<file path="src/hdl/sapt_ram.sv">
// Generic single-port-write, single-port-read RAM with a registered read.
module sapt_ram #(
  parameter int unsigned WIDTH = 8,
  parameter int unsigned DEPTH = 16
) (
  input  logic                     clk_i,
  input  logic                     re_i,
  input  logic [$clog2(DEPTH)-1:0] raddr_i,
  input  logic                     we_i,
  input  logic [$clog2(DEPTH)-1:0] waddr_i,
  input  logic [WIDTH-1:0]         wdata_i,
  output logic [WIDTH-1:0]         rdata_o
);

  logic [WIDTH-1:0] mem [DEPTH];
  logic [WIDTH-1:0] rdata_q;

  always_ff @(posedge clk_i) begin
    if (we_i) begin
      mem[waddr_i] <= wdata_i;
    end
    if (re_i) begin
      rdata_q <= mem[raddr_i];
    end
  end

  assign rdata_o = rdata_q;

endmodule

</file>
<file path="config.mk">
export PLATFORM = sky130hd
export DESIGN_NAME = sapt_ram
export DESIGN_NICKNAME = d
export VERILOG_FILES = /design/src/hdl/sapt_ram.sv
export SDC_FILE = /design/constraint.sdc
export NUM_CORES = 1
export LEC_CHECK = 0
export ABC_AREA = 1
export BUFFER_PORTS_ARGS = -buffer_cell sky130_fd_sc_hd__clkbuf_2
export CORE_MARGIN = 2
export CORE_UTILIZATION = 50
export CTS_CLUSTER_SIZE = 12
export DETAILED_ROUTE_END_ITERATION = 10
export GPL_TIMING_DRIVEN = 0
export PLACE_DENSITY = 0.67
export RECOVER_POWER = 50
export SLEW_MARGIN = 25
export SYNTH_ARGS = -nofsm -noshare
export SYNTH_HDL_FRONTEND = slang
export SYNTH_SLANG_ARGS = --single-unit
</file>
<file path="constraint.sdc">
create_clock -name clk_i -period 1.38 [get_ports clk_i]
set_clock_uncertainty 0.2 [all_clocks]
set_input_delay 0.138 -clock clk_i [delete_from_list [all_inputs] [get_ports clk_i]]
set_output_delay 0.138 -clock clk_i [all_outputs]
set_load 0.01 [all_outputs]
</file>
**Word level (Yosys, flattened, before mapping)**

Memories as Yosys holds them, arrays and structs flattened. A register that Yosys moved wholly into a read port is not among the register bits.
Cells that the tools add are included.

- Output and inout port bits: 8
- Memory bits (writable): 128
- Memories: 1
- Word-level logic and storage cells: 3
- Bits of input ports: 19
- Flip-flop bits (word level): 0

- Multiplexer cells: 2

Memories:

| memory | depth | width | rd ports | clocked after Yosys merged registers in | write ports | RTL line | text |
|---|---|---|---|---|---|---|---|
| mem | 16 | 8 | 1 | 1 | 1 | 15 | `logic [WIDTH-1:0] mem [DEPTH];` |

Operators with widths:

| kind | number |
|---|---|
| 2-to-1 mux 1 bit | 2 |

**Longest topological paths before layout**

- Depth in word-level cells: 2
- Gate-level depth with buffers: 8
- Gate-level depth less buffers: 7

**Worst setup path before layout**

OpenSTA, ideal clock, no wires.

- Path kind: input-to-reg
- From: input port waddr_i[3]
- To: memory mem[4][0] (enable)
- Stages: 2
- Path buffers: 0
- Data arrival time: 0.719 ns
- Library setup time: 0.370 ns
- Slack: 0.091 ns
- Required time: 0.810 ns
- Cell sequence: nand3b_1 > nor2_1

RTL lines:

| element | RTL line | text |
|---|---|---|
| start, declared | 10 | `input logic [$clog2(DEPTH)-1:0] waddr_i,` |
| end, declared | 15 |  |

Straight into the memory's write port.

**Final worst setup path**

- From: input port waddr_i[3]
- To: memory mem[6][2] (enable)

Straight into the memory's write port.

==> impl_metrics.py <==
metrics = {
    "outcome": {
        "status": "complete, but fails checks",
        "failed_checks": "negative setup slack",
    },
    "setup_path": {
        "arrival_ps": 1270,
        "crit_cells": 3,
        "start_kind": "input pin",
        "critPathTopFamily": "simple AND/OR/NAND/NOR gates",
        "ff2ff_path_depth": 6,
        "r2r-end": "rdata_o[4]",
        "slowest_stage": "nor2_1",
        "crit_buf_inv": 1,
        "crit_path_cell_trace": "clkbuf_2 -> nand3b_1 -> nor2_1",
        "end_kind": "register",
        "crit_type": "input pin to register",
        "r2r_start": "mem[11][4]",
        "worstPathMaxFanout": 8,
        "regToRegSetupSlack_ps": 30,
        "critPathRequiredTime_ps": 1220,
        "worst_path_largest_cell_delay_ps": 770,
    },
    "clock_tree": {
        "cts_max_level": 4,
        "clkSinkCount": 136,
        "cts_setup_buffers": 0,
        "path_clk_slew_ps": 50,
        "cts_max_path_buffers": 2,
        "clk_latency_ps": 420,
        "cts_made_buffers": 17,
        "cts_tree": "done",
        "cts-root-buf": "clkbuf_16",
    },
    "min_path": {
        "holdPathEnd": "rdata_o[0]",
        "hold_start": "raddr_i[2]",
        "hold_class": "input pin to register",
        "hold_depth": 4,
    },
    "route": {
        "drtAntennaViolNets": 0,
        "drtPass1Iterations": 6,
        "drc_errors": 0,
        "avgRoutedWirePerCell_um": 18.9,
        "route.vias.total": 3971,
        "vias_per_cell": 5.29,
        "totalWireLength_mm": 14.2,
        "drt_iter0_drc": 333,
    },
    "final_layout": {
        "final_cell_area_sq_mm": 0.00690,
        "diodes": 0,
        "fin_nets": 615,
        "mostFrequentLayoutCell": "nand2_1",
        "area_growth_pct": 18.0,
        "drive_gt1_share_pct": 14.8,
        "final_cell_mix": "169 x nand2_1, 136 x edfxtp_1, 100 x inv_1",
    },
    "global_route": {
        "overflow": 0,
        "grt_pass1_vias": 3808,
        "antenna_found_initial": 0,
        "grt_use_total_pct": 23.8,
        "grt_pass1_wl_mm": 21.6,
        "grt_max_degree": 17,
    },
    "sta": {
        "slew_headroom_pct": 34.7,
        "timing.final.crit_share_pct": 103,
        "setup_viol": 8,
        "fmax_ghz": 0.702,
        "min_period_ps": 1420,
        "worst_pin_slew_ps": 980,
        "rsz0062_at_grt": "true",
        "final_hold_viol_count": 0,
        "setup_ws_ps": -43.9,
        "tns_ps": -335,
        "finalMaxSlewViolations": 0,
    },
    "place": {
        "post-dp-hpwl_mm": 8.84,
        "placed_cell_area_sq_mm": 0.00614,
        "gp_congestion": 0.889,
        "preCtsSetupSlack_ps": -478,
        "port_buffers": 23,
    },
    "die": {
        "die_h_um": 112,
        "dieArea_sq_mm": 0.0126,
        "initial_core_util_pct": 51.2,
        "die_w_um": 112,
        "io_pins": 27,
        "rows": 39,
        "coreArea_sq_mm": 0.0114,
    },
    "yosys": {
        "syn_area_per_cell_sq_um": 10.6,
        "synth_cells": 551,
        "synth.yosys.warnings": 0,
        "yosysTopAreaCell": "edfxtp_1",
        "synth_top_area_share_pct": 69.8,
        "synth_cell_types": 11,
        "synth_area_leaders": "edfxtp_1 70%, nand2_1 11%, nand3_1 8.3%",
        "syn_nets": 570,
        "synth-seq-cells": 136,
        "syn_area_sq_mm": 0.00585,
        "yosysSeqAreaShare_pct": 69.8,
    },
    "flow_run": {
        "maxCapViolCount": 0,
    },
    "power_and_ir_drop": {
        "power.total_w": 0.0103,
        "ir_drop_v": 0.000799,
        "total_leakage_power_nw": 2.97,
        "cellPowerDensity_mw_per_mm2": 1490,
    },
}
==> power breakdown <==
group	switching (W)	total [W]	internal, W
clock	0.00161	0.00496	0.00335
sequential	0.0000228	0.00468	0.00466
combinational	0.000456	0.000642	0.000186
total	0.00209	0.0103	0.00819
==> synth_stat cells <==
cell type  number
buf_1           1
buf_2          13
buf_4           4
buf_6           6
edfxtp_1      136
inv_1         100
inv_2           2
nand2_1       173
nand3_1        97
nand3b_1        2
nor2_1         17
==> routing by layer <==
metal  track usage, %  wire, um
met1             31.7      5990
met5                0         0
met4             10.0       235
met3             6.97      1190
met2             37.0      6780
==> tightest hold or removal path, delay by kind of cell <==
family                 cells  cell delay, ps
buffers and inverters      1             170
and+or+nand+nor            3             250
==> metrics by stage <==
stage	util, %	std cells	hold slack (ps)
after floorplan	-	551	36.9
after global routing	60.4	751	52.9
after CTS	59.6	751	11.9
final	60.4	751	52.8
after global placement	53.8	717	282
after detailed placement	53.8	717	309
==> logic make-up after synthesis <==
kind of cell,share of synthesized area [%]
flip-flops,69.8
AND/OR/NAND/NOR,20.8
buffers and inverters,9.39
==> cell type report <==
cell class | instances | area [sq um]
Timing Repair Buffer | 26 | 136
Fill cell | 939 | 4520
Clock inverter | 11 | 203
Buffer | 24 | 166
Tap cell | 143 | 179
Inverter | 102 | 383
Clock buffer | 20 | 437
Sequential cell | 136 | 4080
Multi-Input combinational cell | 289 | 1310
==> worst max path at each step <==
stage	start	end	slack [ps]
floorplan	waddr_i[3]	mem[4][0]	90
global placement	waddr_i[2]	mem[9][5]	-420
detailed placement	waddr_i[3]	mem[5][3]	-480
CTS	waddr_i[3]	mem[5][0]	-30
global route	waddr_i[3]	mem[5][6]	-100
finish	waddr_i[3]	mem[6][2]	-40
==> sequential cells by signal, indices dropped and copies added (netlist names) <==
signal / count
mem: 128
rdata_o: 8
==> what timing repair did <==
| action | in CTS | in global routing |
|---|---|---|
| endpoints found under the hold margin | 40 | 0 |
| hold buffers | 3 | 0 |
| pin swaps | 0 | 3 |
| endpoints found under the setup margin | 16 | 42 |
| resized for setup | 0 | 22 |
Note: power is estimated with default switching activity, not from simulation.
