`src/hdl/sapt_pkg.sv`:
```
// Package with the sizes, codes and shared types of the sorted address predecessor table.
package sapt_pkg;

  localparam int unsigned TABLE_DEPTH = 1024;
  localparam int unsigned ID_WIDTH    = 16;

  localparam int unsigned ADDR_W  = 32;
  localparam int unsigned IN_ID_W = 16;
  localparam int unsigned FUNC_W  = 2;
  localparam int unsigned STAT_W  = 2;
  localparam int unsigned USED_W  = 11;
  localparam int unsigned CNT_W   = $clog2(TABLE_DEPTH + 1);
  localparam int unsigned IDX_W   = $clog2(TABLE_DEPTH);
  localparam int unsigned ENTRY_W = ADDR_W + ID_WIDTH;

  typedef enum logic [FUNC_W-1:0] {
    FN_CLEAR  = 2'd0,
    FN_INSERT = 2'd1,
    FN_LOOKUP = 2'd2
  } func_e;

  typedef enum logic [STAT_W-1:0] {
    STAT_OK   = 2'd0,
    STAT_MISS = 2'd1,
    STAT_FULL = 2'd2
  } status_e;

  typedef enum logic [2:0] {
    S_IDLE,
    S_SEARCH,
    S_SHIFT,
    S_FETCH,
    S_DONE
  } state_e;

  typedef struct packed {
    logic [ADDR_W-1:0]   addr;
    logic [ID_WIDTH-1:0] id;
  } entry_t;

  typedef struct packed {
    logic             re;
    logic [IDX_W-1:0] raddr;
    logic             we;
    logic [IDX_W-1:0] waddr;
    entry_t           wdata;
  } mem_req_t;

  typedef struct packed {
    status_e             status;
    logic [ADDR_W-1:0]   addr;
    logic [ID_WIDTH-1:0] id;
    logic [CNT_W-1:0]    count;
  } result_t;

  function automatic logic [ID_WIDTH-1:0] id_in(input logic [IN_ID_W-1:0] x);
    logic [31:0]         t;
    logic [ID_WIDTH-1:0] r;
    t = 32'(x);
    for (int i = 0; i < int'(ID_WIDTH); i++) begin
      r[i] = t[i];
    end
    return r;
  endfunction

  function automatic logic [IN_ID_W-1:0] id_out(input logic [ID_WIDTH-1:0] x);
    logic [31:0] t;
    t = '0;
    for (int i = 0; i < int'(ID_WIDTH); i++) begin
      t[i] = x[i];
    end
    return t[IN_ID_W-1:0];
  endfunction

endpackage

```
`src/hdl/sapt_if.sv`:
```
// Handshake interfaces for the request and result words of the table.
interface sapt_in_if;
  import sapt_pkg::*;
  logic                 valid;
  logic                 ready;
  logic [FUNC_W-1:0]    func;
  logic [ADDR_W-1:0]    key_address;
  logic [IN_ID_W-1:0]   entry_id;
  modport source (output valid, output func, output key_address, output entry_id,
                  input ready);
  modport sink (input valid, input func, input key_address, input entry_id,
                output ready);
endinterface


```
`src/hdl/sapt_ctrl.sv`:
```
// Sequencer that searches, shifts and updates the sorted table held in the RAM.
module sapt_ctrl (
  input  logic               clk_i,
  input  logic               rst_ni,
  sapt_in_if.sink            in_i,
  output sapt_pkg::mem_req_t mem_o,
  input  sapt_pkg::entry_t   rdata_i,
  input  logic               out_free_i,
  output logic               res_valid_o,
  output sapt_pkg::result_t  res_o
);
  import sapt_pkg::*;

  state_e              state_q, state_d;
  logic [CNT_W-1:0]    count_q, count_d;
  logic [CNT_W-1:0]    lo_q, lo_d;
  logic [CNT_W-1:0]    hi_q, hi_d;
  logic [CNT_W-1:0]    mid_q, mid_d;
  logic                pend_q, pend_d;
  logic                incl_q, incl_d;
  func_e               op_q, op_d;
  logic [ADDR_W-1:0]   key_q, key_d;
  logic [ID_WIDTH-1:0] id_q, id_d;
  result_t             res_q, res_d;

  logic                below;
  logic [CNT_W-1:0]    lo_c, hi_c, mid_c, prev_c, rd_c;

  always_ff @(posedge clk_i or negedge rst_ni) begin
    if (!rst_ni) begin
      state_q <= S_IDLE;
      count_q <= '0;
      pend_q  <= 1'b0;
    end else begin
      state_q <= state_d;
      count_q <= count_d;
      pend_q  <= pend_d;
    end
  end

  always_ff @(posedge clk_i) begin
    lo_q   <= lo_d;
    hi_q   <= hi_d;
    mid_q  <= mid_d;
    incl_q <= incl_d;
    op_q   <= op_d;
    key_q  <= key_d;
    id_q   <= id_d;
    res_q  <= res_d;
  end

  // The search bounds fold in the entry read in the previous cycle.
  always_comb begin
    below = incl_q ? (rdata_i.addr <= key_q) : (rdata_i.addr < key_q);
    lo_c  = lo_q;
    hi_c  = hi_q;
    if (pend_q) begin
      if (below) begin
        lo_c = mid_q + 1'b1;
      end else begin
        hi_c = mid_q;
      end
    end
    mid_c  = lo_c + ((hi_c - lo_c) >> 1);
    prev_c = lo_c - 1'b1;
    rd_c   = hi_q - 1'b1;
  end

  always_comb begin
    state_d     = state_q;
    count_d     = count_q;
    lo_d        = lo_q;
    hi_d        = hi_q;
    mid_d       = mid_q;
    pend_d      = pend_q;
    incl_d      = incl_q;
    op_d        = op_q;
    key_d       = key_q;
    id_d        = id_q;
    res_d       = res_q;
    mem_o.re    = 1'b0;
    mem_o.raddr = '0;
    mem_o.we    = 1'b0;
    mem_o.waddr = '0;
    mem_o.wdata = rdata_i;
    in_i.ready  = (state_q == S_IDLE);

    case (state_q)
      S_IDLE: begin
        if (in_i.valid) begin
          key_d        = in_i.key_address;
          id_d         = id_in(in_i.entry_id);
          op_d         = func_e'(in_i.func);
          lo_d         = '0;
          hi_d         = count_q;
          pend_d       = 1'b0;
          res_d.status = STAT_OK;
          res_d.addr   = '0;
          res_d.id     = '0;
          res_d.count  = count_q;
          case (in_i.func)
            FN_CLEAR: begin
              count_d     = '0;
              res_d.count = '0;
              state_d     = S_DONE;
            end
            FN_INSERT: begin
              if (count_q >= CNT_W'(TABLE_DEPTH)) begin
                res_d.status = STAT_FULL;
                state_d      = S_DONE;
              end else begin
                incl_d  = 1'b1;
                state_d = S_SEARCH;
              end
            end
            FN_LOOKUP: begin
              incl_d  = 1'b0;
              state_d = S_SEARCH;
            end
            default: begin
              state_d = S_DONE;
            end
          endcase
        end
      end

      S_SEARCH: begin
        lo_d = lo_c;
        hi_d = hi_c;
        if (lo_c < hi_c) begin
          mem_o.re    = 1'b1;
          mem_o.raddr = mid_c[IDX_W-1:0];
          mid_d       = mid_c;
          pend_d      = 1'b1;
        end else begin
          pend_d = 1'b0;
          if (op_q == FN_INSERT) begin
            // Move entries from the top down to the insertion point.
            hi_d    = count_q;
            state_d = S_SHIFT;
          end else if (lo_c == '0 || lo_c >= count_q) begin
            res_d.status = STAT_MISS;
            state_d      = S_DONE;
          end else begin
            mem_o.re    = 1'b1;
            mem_o.raddr = prev_c[IDX_W-1:0];
            state_d     = S_FETCH;
          end
        end
      end

      S_SHIFT: begin
        if (pend_q) begin
          mem_o.we    = 1'b1;
          mem_o.waddr = mid_q[IDX_W-1:0];
          mem_o.wdata = rdata_i;
        end
        if (hi_q > lo_q) begin
          mem_o.re    = 1'b1;
          mem_o.raddr = rd_c[IDX_W-1:0];
          mid_d       = hi_q;
          hi_d        = rd_c;
          pend_d      = 1'b1;
        end else begin
          pend_d = 1'b0;
          if (!pend_q) begin
            mem_o.we         = 1'b1;
            mem_o.waddr      = lo_q[IDX_W-1:0];
            mem_o.wdata.addr = key_q;
            mem_o.wdata.id   = id_q;
            count_d          = count_q + 1'b1;
            res_d.count      = count_q + 1'b1;
            state_d          = S_DONE;
          end
        end
      end

      S_FETCH: begin
        res_d.status = STAT_OK;
        res_d.addr   = rdata_i.addr;
        res_d.id     = rdata_i.id;
        state_d      = S_DONE;
      end

      S_DONE: begin
        if (out_free_i) begin
          state_d = S_IDLE;
        end
      end

      default: begin
        state_d = S_IDLE;
      end
    endcase
  end

  assign res_valid_o = (state_q == S_DONE);
  assign res_o       = res_q;

endmodule

```
`src/flat_wrapper.sv`:
```
// flat-port wrapper written by rule: the top's interface ports become plain ports
module sapt_ctrl_flat import sapt_pkg::*;
  (clk_i, rst_ni, mem_o, rdata_i, out_free_i, res_valid_o, res_o, in_i_valid, in_i_func, in_i_key_address, in_i_entry_id, in_i_ready);
  sapt_in_if in_i_i ();
  input  logic clk_i;
  input  logic rst_ni;
  output sapt_pkg::mem_req_t mem_o;
  input  sapt_pkg::entry_t rdata_i;
  input  logic out_free_i;
  output logic res_valid_o;
  output sapt_pkg::result_t res_o;
  input wire logic [$bits(in_i_i.valid)-1:0] in_i_valid;
  input wire logic [$bits(in_i_i.func)-1:0] in_i_func;
  input wire logic [$bits(in_i_i.key_address)-1:0] in_i_key_address;
  input wire logic [$bits(in_i_i.entry_id)-1:0] in_i_entry_id;
  output wire logic [$bits(in_i_i.ready)-1:0] in_i_ready;
  assign in_i_i.valid = in_i_valid;
  assign in_i_i.func = in_i_func;
  assign in_i_i.key_address = in_i_key_address;
  assign in_i_i.entry_id = in_i_entry_id;
  assign in_i_ready = in_i_i.ready;
  sapt_ctrl u_core (.clk_i(clk_i), .rst_ni(rst_ni), .in_i(in_i_i), .mem_o(mem_o), .rdata_i(rdata_i), .out_free_i(out_free_i), .res_valid_o(res_valid_o), .res_o(res_o));
endmodule
```
`config.mk`:
```
export PLATFORM = sky130hd
export DESIGN_NAME = sapt_ctrl_flat
export DESIGN_NICKNAME = d
export VERILOG_FILES = /design/src/hdl/sapt_pkg.sv /design/src/hdl/sapt_if.sv /design/src/hdl/sapt_ctrl.sv /design/src/flat_wrapper.sv
export SDC_FILE = /design/constraint.sdc
export NUM_CORES = 1
export LEC_CHECK = 0
export ABC_AREA = 1
export BUFFER_PORTS_ARGS = -buffer_cell sky130_fd_sc_hd__buf_2
export CORE_MARGIN = 10
export CORE_UTILIZATION = 30
export DETAILED_ROUTE_END_ITERATION = 7
export PLACE_DENSITY = 0.48
export SETUP_SLACK_MARGIN = 0.15
export SYNTH_ARGS = -nofsm -noshare
export SYNTH_HDL_FRONTEND = slang
export SYNTH_SLANG_ARGS = --single-unit
export TNS_END_PERCENT = 30
```
`constraint.sdc`:
```
create_clock -name clk_i -period 7.9 [get_ports clk_i]
set_input_delay 1.185 -clock clk_i [delete_from_list [all_inputs] [get_ports clk_i]]
set_output_delay 1.185 -clock clk_i [all_outputs]
set_load 0.01 [all_outputs]
```
After elaboration in Yosys (flattened, before gate mapping) --
Cells that the tools add are included. Widths: inputs -> output; s select.
Word-level totals: output and inout port bits 133, input bits 102, logic and storage cells 118, register bits after elaboration 160
Cells by class: reductions and logical operators 21, eq/ne operators 17, magnitude comparators 6, add/subtract/negate cells 6, muxes and demuxes 54
Operators with widths (count):
- $mux 59 | 4
- $mux 11 | 19
- $pmux 11 s2 | 5
- $pmux 48 s2 | 1
- $mux 61 | 1
- $pmux 11 s3 | 1
- $le 32x32->1 | 1
- $lt 32x32->1 | 1
- $mux 3 | 8
- $add 11x1->11 const B | 2
- $pmux 3 s5 | 1
- $ne 2x2->1 const B | 7
- $add 11x10->11 | 1
- $ge 11x11->1 | 1
- $ge 11x11->1 const B | 1
- $gt 11x11->1 | 1
- $logic_not 11->1 | 1
- $lt 11x11->1 | 1
- $sub 11x1->11 const B | 1
- $sub 11x11->11 | 1
- $mux 2 | 5
- $reduce_and 5->1 | 2
- $reduce_bool 2->1 | 5
- $sub 10x1->10 const B | 1
- other kinds (18) | 32

Logic depth before layout (Yosys ltp) --
Gate-level depths: netlist (run 1).
depth in word-level cells 10, depth in mapped cells 40, mapped depth without buffers 39

Worst setup path before layout (run 1) --
Ideal clock, no wire load.
kind input to output, start input port rdata_i[35] (netlist name), end output port mem_o[67] (netlist name), setup slack 1416 ps, buffers on the path 1, data required time 6715 ps, arrival 5299 ps, cell stages on the path 31, path through ha_1 -> nand2_1 -> inv_1 -> nand2_1 -> nand2_1 -> nand2_1 -> nand3_1 -> a21oi_1 -> nand2_2 -> nand2_4 -> nand2_4 -> buf_6 -> o21ai_2 -> inv_1 -> ha_1 -> fa_1 -> o21ai_0 -> a21oi_1 -> o21bai_1 -> xnor2_1 -> inv_1 -> ha_1 -> a21oi_1 -> o21ai_0 -> nor2_1 -> nor2_1 -> o21ai_0 -> nand2_1 -> xnor2_1 -> o21ai_0 -> o21bai_2
RTL lines:
- start: declaration | line flat_wrapper.sv:8 | input sapt_pkg::entry_t rdata_i;
- end: declaration | line flat_wrapper.sv:7 | output sapt_pkg::mem_req_t mem_o;

==> results of run 1 <==
## state kept, by name, indices dropped and copies added (netlist names)
| register | count |
|---|---|
| u_core.incl_q | 1 |
| u_core.pend_q | 1 |
| u_core.hi_q | 11 |
| u_core.state_q | 3 |
| u_core.count_q | 11 |
| u_core.id_q | 16 |
| u_core.lo_q | 11 |
| u_core.res_o | 61 |
| u_core.op_q | 2 |
| u_core.mid_q | 11 |
| u_core.key_q | 32 |
## cell usage in the layout (no fill, tap or decap), types with 5 or more instances in the layout
master / synthesis / routed
buf_2: 7 / 234
nand2_1: 207 / 204
inv_1: 191 / 190
edfxtp_1: 145 / 145
nor2_1: 135 / 133
o21ai_0: 88 / 83
ha_1: 83 / 83
a21oi_1: 68 / 68
xor2_1: 28 / 28
nand3_1: 24 / 24
clkbuf_16: 0 / 17
o22ai_1: 16 / 16
dfrtp_1: 15 / 15
buf_4: 1 / 13
nand2_2: 9 / 11
o21ai_1: 7 / 10
o21bai_1: 9 / 9
nor3_1: 9 / 9
o221ai_1: 9 / 9
nor2_2: 7 / 8
nand4_1: 8 / 8
xnor2_1: 8 / 8
o211ai_1: 7 / 7
clkinvlp_4: 0 / 5
o21ai_2: 3 / 5
nor4_1: 5 / 5
inv_8: 0 / 5
## cell type report
type / instances / area [um^2]
repair buffers: 247 / 1270
diodes: 1 / 2.50
well taps: 448 / 561
flip-flops and latches: 160 / 4730
clock buffers: 18 / 429
multi-input cells: 770 / 4560
inverters: 195 / 736
clock inverters: 14 / 145
fillers: 3442 / 21000
## worst min path at each step
stage                        endpoint  slack, ns  cells after the start              start
finish              u_core.count_q[5]       0.55                      2  u_core.count_q[5]
global route        u_core.count_q[5]       0.59                      2  u_core.count_q[5]
CTS                 u_core.count_q[5]       0.55                      2  u_core.count_q[5]
detailed placement  u_core.count_q[5]       0.53                      2  u_core.count_q[5]
global placement    u_core.count_q[5]       0.53                      2  u_core.count_q[5]
floorplan           u_core.count_q[6]       0.50                      2  u_core.count_q[6]
## what timing repair did
action | 4_1_cts | 5_1_grt
buffers inserted | 0 | 3
hold buffers | 0 | 0
hold endpoints to repair | 0 | 0
gates resized for setup | 0 | 9
endpoints found under the setup margin | 0 | 3
## critical path, delay by kind of cell
kind	cells	cell delay, ns
and+or+nand+nor	17	1.51
AOI/OAI and AO/OA	7	1.42
adders and majority gates	3	0.97
buffers and inverters	3	0.51
xor gates and xnor gates	2	0.44
## synthesized netlist by cell type, types with 3 or more instances
library cell,instances
o221ai_1,9
o31ai_1,4
o22ai_1,16
o21ai_0,88
a21o_1,4
nand2_4,3
inv_1,191
nor2_2,7
inv_2,3
xnor2_1,8
nor2_1,135
xor2_1,28
ha_1,83
edfxtp_1,145
nor3_1,9
o21ai_2,3
a21oi_1,68
o21ai_1,7
mux2i_1,4
o211ai_1,7
o21bai_1,9
nand2_2,9
dfrtp_1,15
nor2_4,3
nand3_2,4
nand3_1,24
clkbuf_1,20
buf_2,7
nand4_1,8
nand2_1,207
nor4_1,5
## routing by layer
metal | wire length, um | part of all wire [%] | up-vias
li1 | - | - | 4337
met1 | 14800 | 43 | 4090
met2 | 16700 | 48 | 304
met3 | 2380 | 6.9 | 53
met4 | 812 | 2.3 | 0
met5 | 0 | 0 | -
## logic make-up after synthesis
| family | count (synthesis) | synth area share (%) |
|---|---|---|
| multiplexers | 4 | 0.396 |
| XOR/XNOR | 36 | 3.12 |
| AO/OA/AOI/OAI | 223 | 12.6 |
| AND/OR/NAND/NOR | 422 | 17.9 |
| buffers and inverters | 225 | 8.54 |
| adder cells (fa/ha/maj) | 85 | 10.7 |
| flip-flops | 160 | 46.7 |
## through the flow
stage / area (um^2) / hold WS [ns] / util (%)
CTS: 12400 / 0.551 / 37.0
floorplan: 10100 / 0.496 / -
detailed placement: 11800 / 0.534 / 35.3
global placement: 11800 / 0.529 / 35.3
global route: 12400 / 0.592 / 37.2
finish: 12400 / 0.552 / 37.2
## report_power, final
part / switching (uW) / leakage, uW / total (uW) / internal [uW]
clock: 397 / 0.000269 / 818 / 421
combinational: 2430 / 0.00411 / 3620 / 1190
sequential: 168 / 0.00161 / 1560 / 1400
total: 3000 / 0.00599 / 6000 / 3010
==> flow_summary.yaml, run 1 <==
grt:
  grt_pass1_vias: 8650
  grt_overflow: 0
  grt_most_used_layer: "met2"
  met2_usage_pct: 27.2
  grt_max_degree: 65
  met1_usage_pct: 20.2
  grt_pass1_wl_um: 51900
  use_met3_pct: 3.84
  antenna_found_initial: 1
  grt_usage_pct: 16.3
sta:
  finClkSkew_ns: 0.0181
  setup_ws_ns: 0.649
  slew-limit-headroom_pct: 28.9
  fin_setup_tns_ns: 0
  setup_viol: 0
  worstMarginPinSlew_ns: 1.06
  max_freq_mhz: 138
  rsz0062_at_grt: "false"
  layout_min_cycle_time_ns: 7.25
  finalCritPeriodShare_pct: 91.8
  slew_violations: 0
  hold_violations: 0
critical_path:
  r2r-start: "u_core.key_q[19]"
  critPathKind: "in -> out"
  critPathSlowestCell: "o21ai_0"
  crit_required_ns: 6.71
  cp_max_fo: 12
  crit_arrival_ns: 6.07
  slowest_delay_ns: 0.59
  rr_endpoint: "u_core.mid_q[10]"
  crit_path_frequent_cell: "nand2_1"
  endpoint: "mem_o[68]"
  startpoint_type: "input pin"
  cp-end-kind: "output pin"
  ff2ff_path_depth: 30
  worst-r2r-setup-slack_ns: 2.36
  critPathLaunch: "rdata_i[22]"
synth:
  synth_top_area_share_pct: 43.0
  synth-edff-count: 145
  ys.flop_type: "edfxtp_1"
  synth_seq_area_share_pct: 46.7
  postSynthCellCount: 1155
  synth_area_leaders: "edfxtp_1 43%, ha_1 10%, nand2_1 7.7%, inv_1 7.1%, nor2_1 5.0%"
  syn-cell-area_mm2: 0.0101
  synthDistinctLibCells: 49
  synth_fp_nets: 1342
  syn_area_per_cell_um2: 8.76
  ys_warn_count: 0
  ys_ff_latch: 160
  synth.largest_area_cell: "edfxtp_1"
  synthArstFlopShare_pct: 9.38
clock_tree:
  clockRootBuffer: "clkbuf_16"
  cts.clk_slew.worst_paths_ns: 0.07
  clock_path_buffers: 2
  cts_tree: "done"
  clock_latency_ns: 0.45
  cts_made_buffers: 17
  htreeDepth: 4
  cts_sinks: 160
die:
  chipHeight_um: 204
  die_area_mm2: 0.0415
  placementRows: 67
  die_w_um: 204
  core_area_mm2: 0.0334
  start_util_pct: 30.3
  ios: 235
drt:
  drt-total-wl_um: 34700
  antenna_left: 0
  drtIter0Drc: 623
  wl_per_cell_um: 18.7
  vias_per_cell: 4.74
  route.detailed.drc: 0
  vias: 8784
  dr.pass1.iters: 5
worst_hold_path:
  hold_path_class: "reg -> reg"
final_layout:
  area_delta_synth_final_pct: 22.8
  stdcell_count: 1853
  drive_gt1_share_pct: 23.2
  num-nets-final: 1578
placed_design:
  hpwl_um: 27600
  port_buffers: 234
  routabilityCongestion: 0.888
  dp_cells: 1817
  dp_slack_ns: 0.421
run_status:
  outcome: "finished, final reports clean"
power:
  power.density_mw_per_mm2: 483
  total_power_uw: 6000
  p_leak_uw: 0.00599
  peakVddDrop_uv: 354
flow_run:
  maxCapViolCount: 0
(Power assumes the default switching activity.)
==> inputs of run 2 (changes only) <==
- clock period: 7.9 -> 8.8 ns (I/O delays scaled with it)
==> run 2 against run 1 <==
Wire length is 1.1% higher. Register-to-register slack better by 0.45 ns. Core utilization about the same. Critical path depth up 2. Design area about the same. Via count barely moved. Worst setup slack improved by 0.13 ns. Count of clock-buffer cells in the layout did not move. Global-route usage grew 0.11 points. Clock skew grew 0.0037 ns. Die area unchanged. First-iteration DRC count rose by 9.6%.
==> flow_summary.yaml, run 2 (same netlist as run 1, synthesis figures left out) <==
grt:
  grt_overflow: 0
  grt_pass1_vias: 8720
  grt_max_degree: 65
  grt_usage_pct: 16.4
  antenna_found_initial: 0
  grt_pass1_wl_um: 52300
final_layout:
  area_delta_synth_final_pct: 22.7
  drive_gt1_share_pct: 22.5
  most-common-layout-cells: "234 x buf_2, 204 x nand2_1, 191 x inv_1, 145 x edfxtp_1, 134 x nor2_1"
  final_common_cell: "buf_2"
  n_antenna_cell: 0
  largest_reg_flops: 61
  num-nets-final: 1570
power:
  peakVddDrop_uv: 371
  power_frac_seq_pct: 25.8
  p_sw_share_pct: 49.1
  p_switching_uw: 2680
  p_int_uw: 2790
  clkPwrFrac_pct: 15.0
  power_frac_comb_pct: 59.2
  p_leak_uw: 0.00599
  power.density_mw_per_mm2: 440
flow_run:
  maxCapViolCount: 0
clock_tree:
  holdBufCountCts: 0
  cts_sinks: 160
  cts_tree: "done"
  htreeDepth: 4
  clockRootBuffer: "clkbuf_16"
  cts_resized: 0
  cts_made_buffers: 17
  cts.clk_slew.worst_paths_ns: 0.08
  clock_path_buffers: 2
  clock_latency_ns: 0.44
  post_cts_buffers: 0
die:
  placementRows: 67
  core_area_mm2: 0.0334
  start_util_pct: 30.3
  chipHeight_um: 204
  ios: 235
  die_w_um: 204
  die_area_mm2: 0.0415
drt:
  vias_per_cell: 4.76
  vias: 8780
  wl_per_cell_um: 19.0
  antenna_left: 0
  drtIter0Drc: 683
  route.detailed.drc: 0
  drt-total-wl_um: 35100
  dr.pass1.iters: 5
critical_path:
  critPathSlowestCell: "o21ai_0"
  cp_max_fo: 16
  critPathKind: "in -> out"
  startpoint_type: "input pin"
  slowest_delay_ns: 0.53
  crit_path_frequent_cell: "nand2_1"
  crit_required_ns: 7.48
  crit_arrival_ns: 6.70
  cp-end-kind: "output pin"
sta:
  hold_violations: 0
  max_freq_mhz: 125
  slew_violations: 0
  finClkSkew_ns: 0.0218
  slew-limit-headroom_pct: 32.8
  layout_min_cycle_time_ns: 8.02
  setup_viol: 0
  rsz0062_at_grt: "false"
  hold-worst-slack_ns: 0.570
  worstMarginPinSlew_ns: 1.00
  finalCritPeriodShare_pct: 91.1
  fin_setup_tns_ns: 0
placed_design:
  hpwl_um: 28000
  routabilityCongestion: 0.896
  port_buffers: 234
worst_hold_path:
  hold_path_class: "reg -> reg"
run_status:
  outcome: "finished, final reports clean"
==> run 2: cell type report <==
type	instances	area (um^2)
fill	3497	21000
sequential	160	4730
multi-input combinational	770	4550
timing repair buffer	239	1210
inverter	195	732
tap	448	561
clock buffer	18	429
clock inverter	14	214
==> run 2: layer usage <==
| layer | global-route usage [%] | share of wire [%] | wire length, um |
|---|---|---|---|
| met5 | 0 | 0 | 0 |
| met1 | 20.5 | 44 | 15300 |
| met2 | 28.2 | 48 | 17000 |
| met4 | 4.02 | 1.7 | 586 |
| met3 | 3.41 | 6.5 | 2270 |
==> run 2: path summary, 6_finish.rpt <==
check,slack [ns],endpoint,startpoint,cells past startpoint
hold / removal,0.57,u_core.count_q[6],u_core.count_q[6],2
setup / recovery,0.78,mem_o[68],rdata_i[22],34
hold reg to reg,0.57,u_core.count_q[6],u_core.count_q[6],2
setup reg to reg,2.81,u_core.mid_q[10],u_core.key_q[7],32
max in group asynchronous,7.71,u_core.count_q[10],rst_ni,1
min in group asynchronous,0.79,u_core.count_q[8],rst_ni,1
==> run 2: worst max-delay path, delay by kind of cell <==
kind	cells	cell delay [ns]
buffers and inverters	5	0.68
and+or+nand+nor	16	1.58
adders and majority gates	3	1.06
AOI/OAI and AO/OA	8	1.72
xor gates and xnor gates	2	0.34
==> run 2: power by group through the flow <==
| stage | Sequential [uW] | Clock [uW] | Combinational [uW] |
|---|---|---|---|
| floorplan | 1420 | 0 | 2110 |
| CTS | 1410 | 847 | 3230 |
| detailed placement | 1420 | 0 | 3210 |
| global placement | 1420 | 0 | 3210 |
| global route | 1430 | 875 | 3590 |
| finish | 1410 | 823 | 3240 |
==> run 2: through the flow <==
stage	worst slack (ns)	power (uW)	instance area (um^2)	instances	util, %
6_report	0.784	5470	12400	1844	37.1
5_1_grt	0.202	5900	12400	1844	37.1
4_1_cts	0.811	5480	12400	1844	37.1
3_5_place_dp	0.851	4630	11800	1812	35.2
3_3_place_gp	0.946	4640	11800	1812	35.2
2_1_floorplan	2.05	3520	10100	1155	-
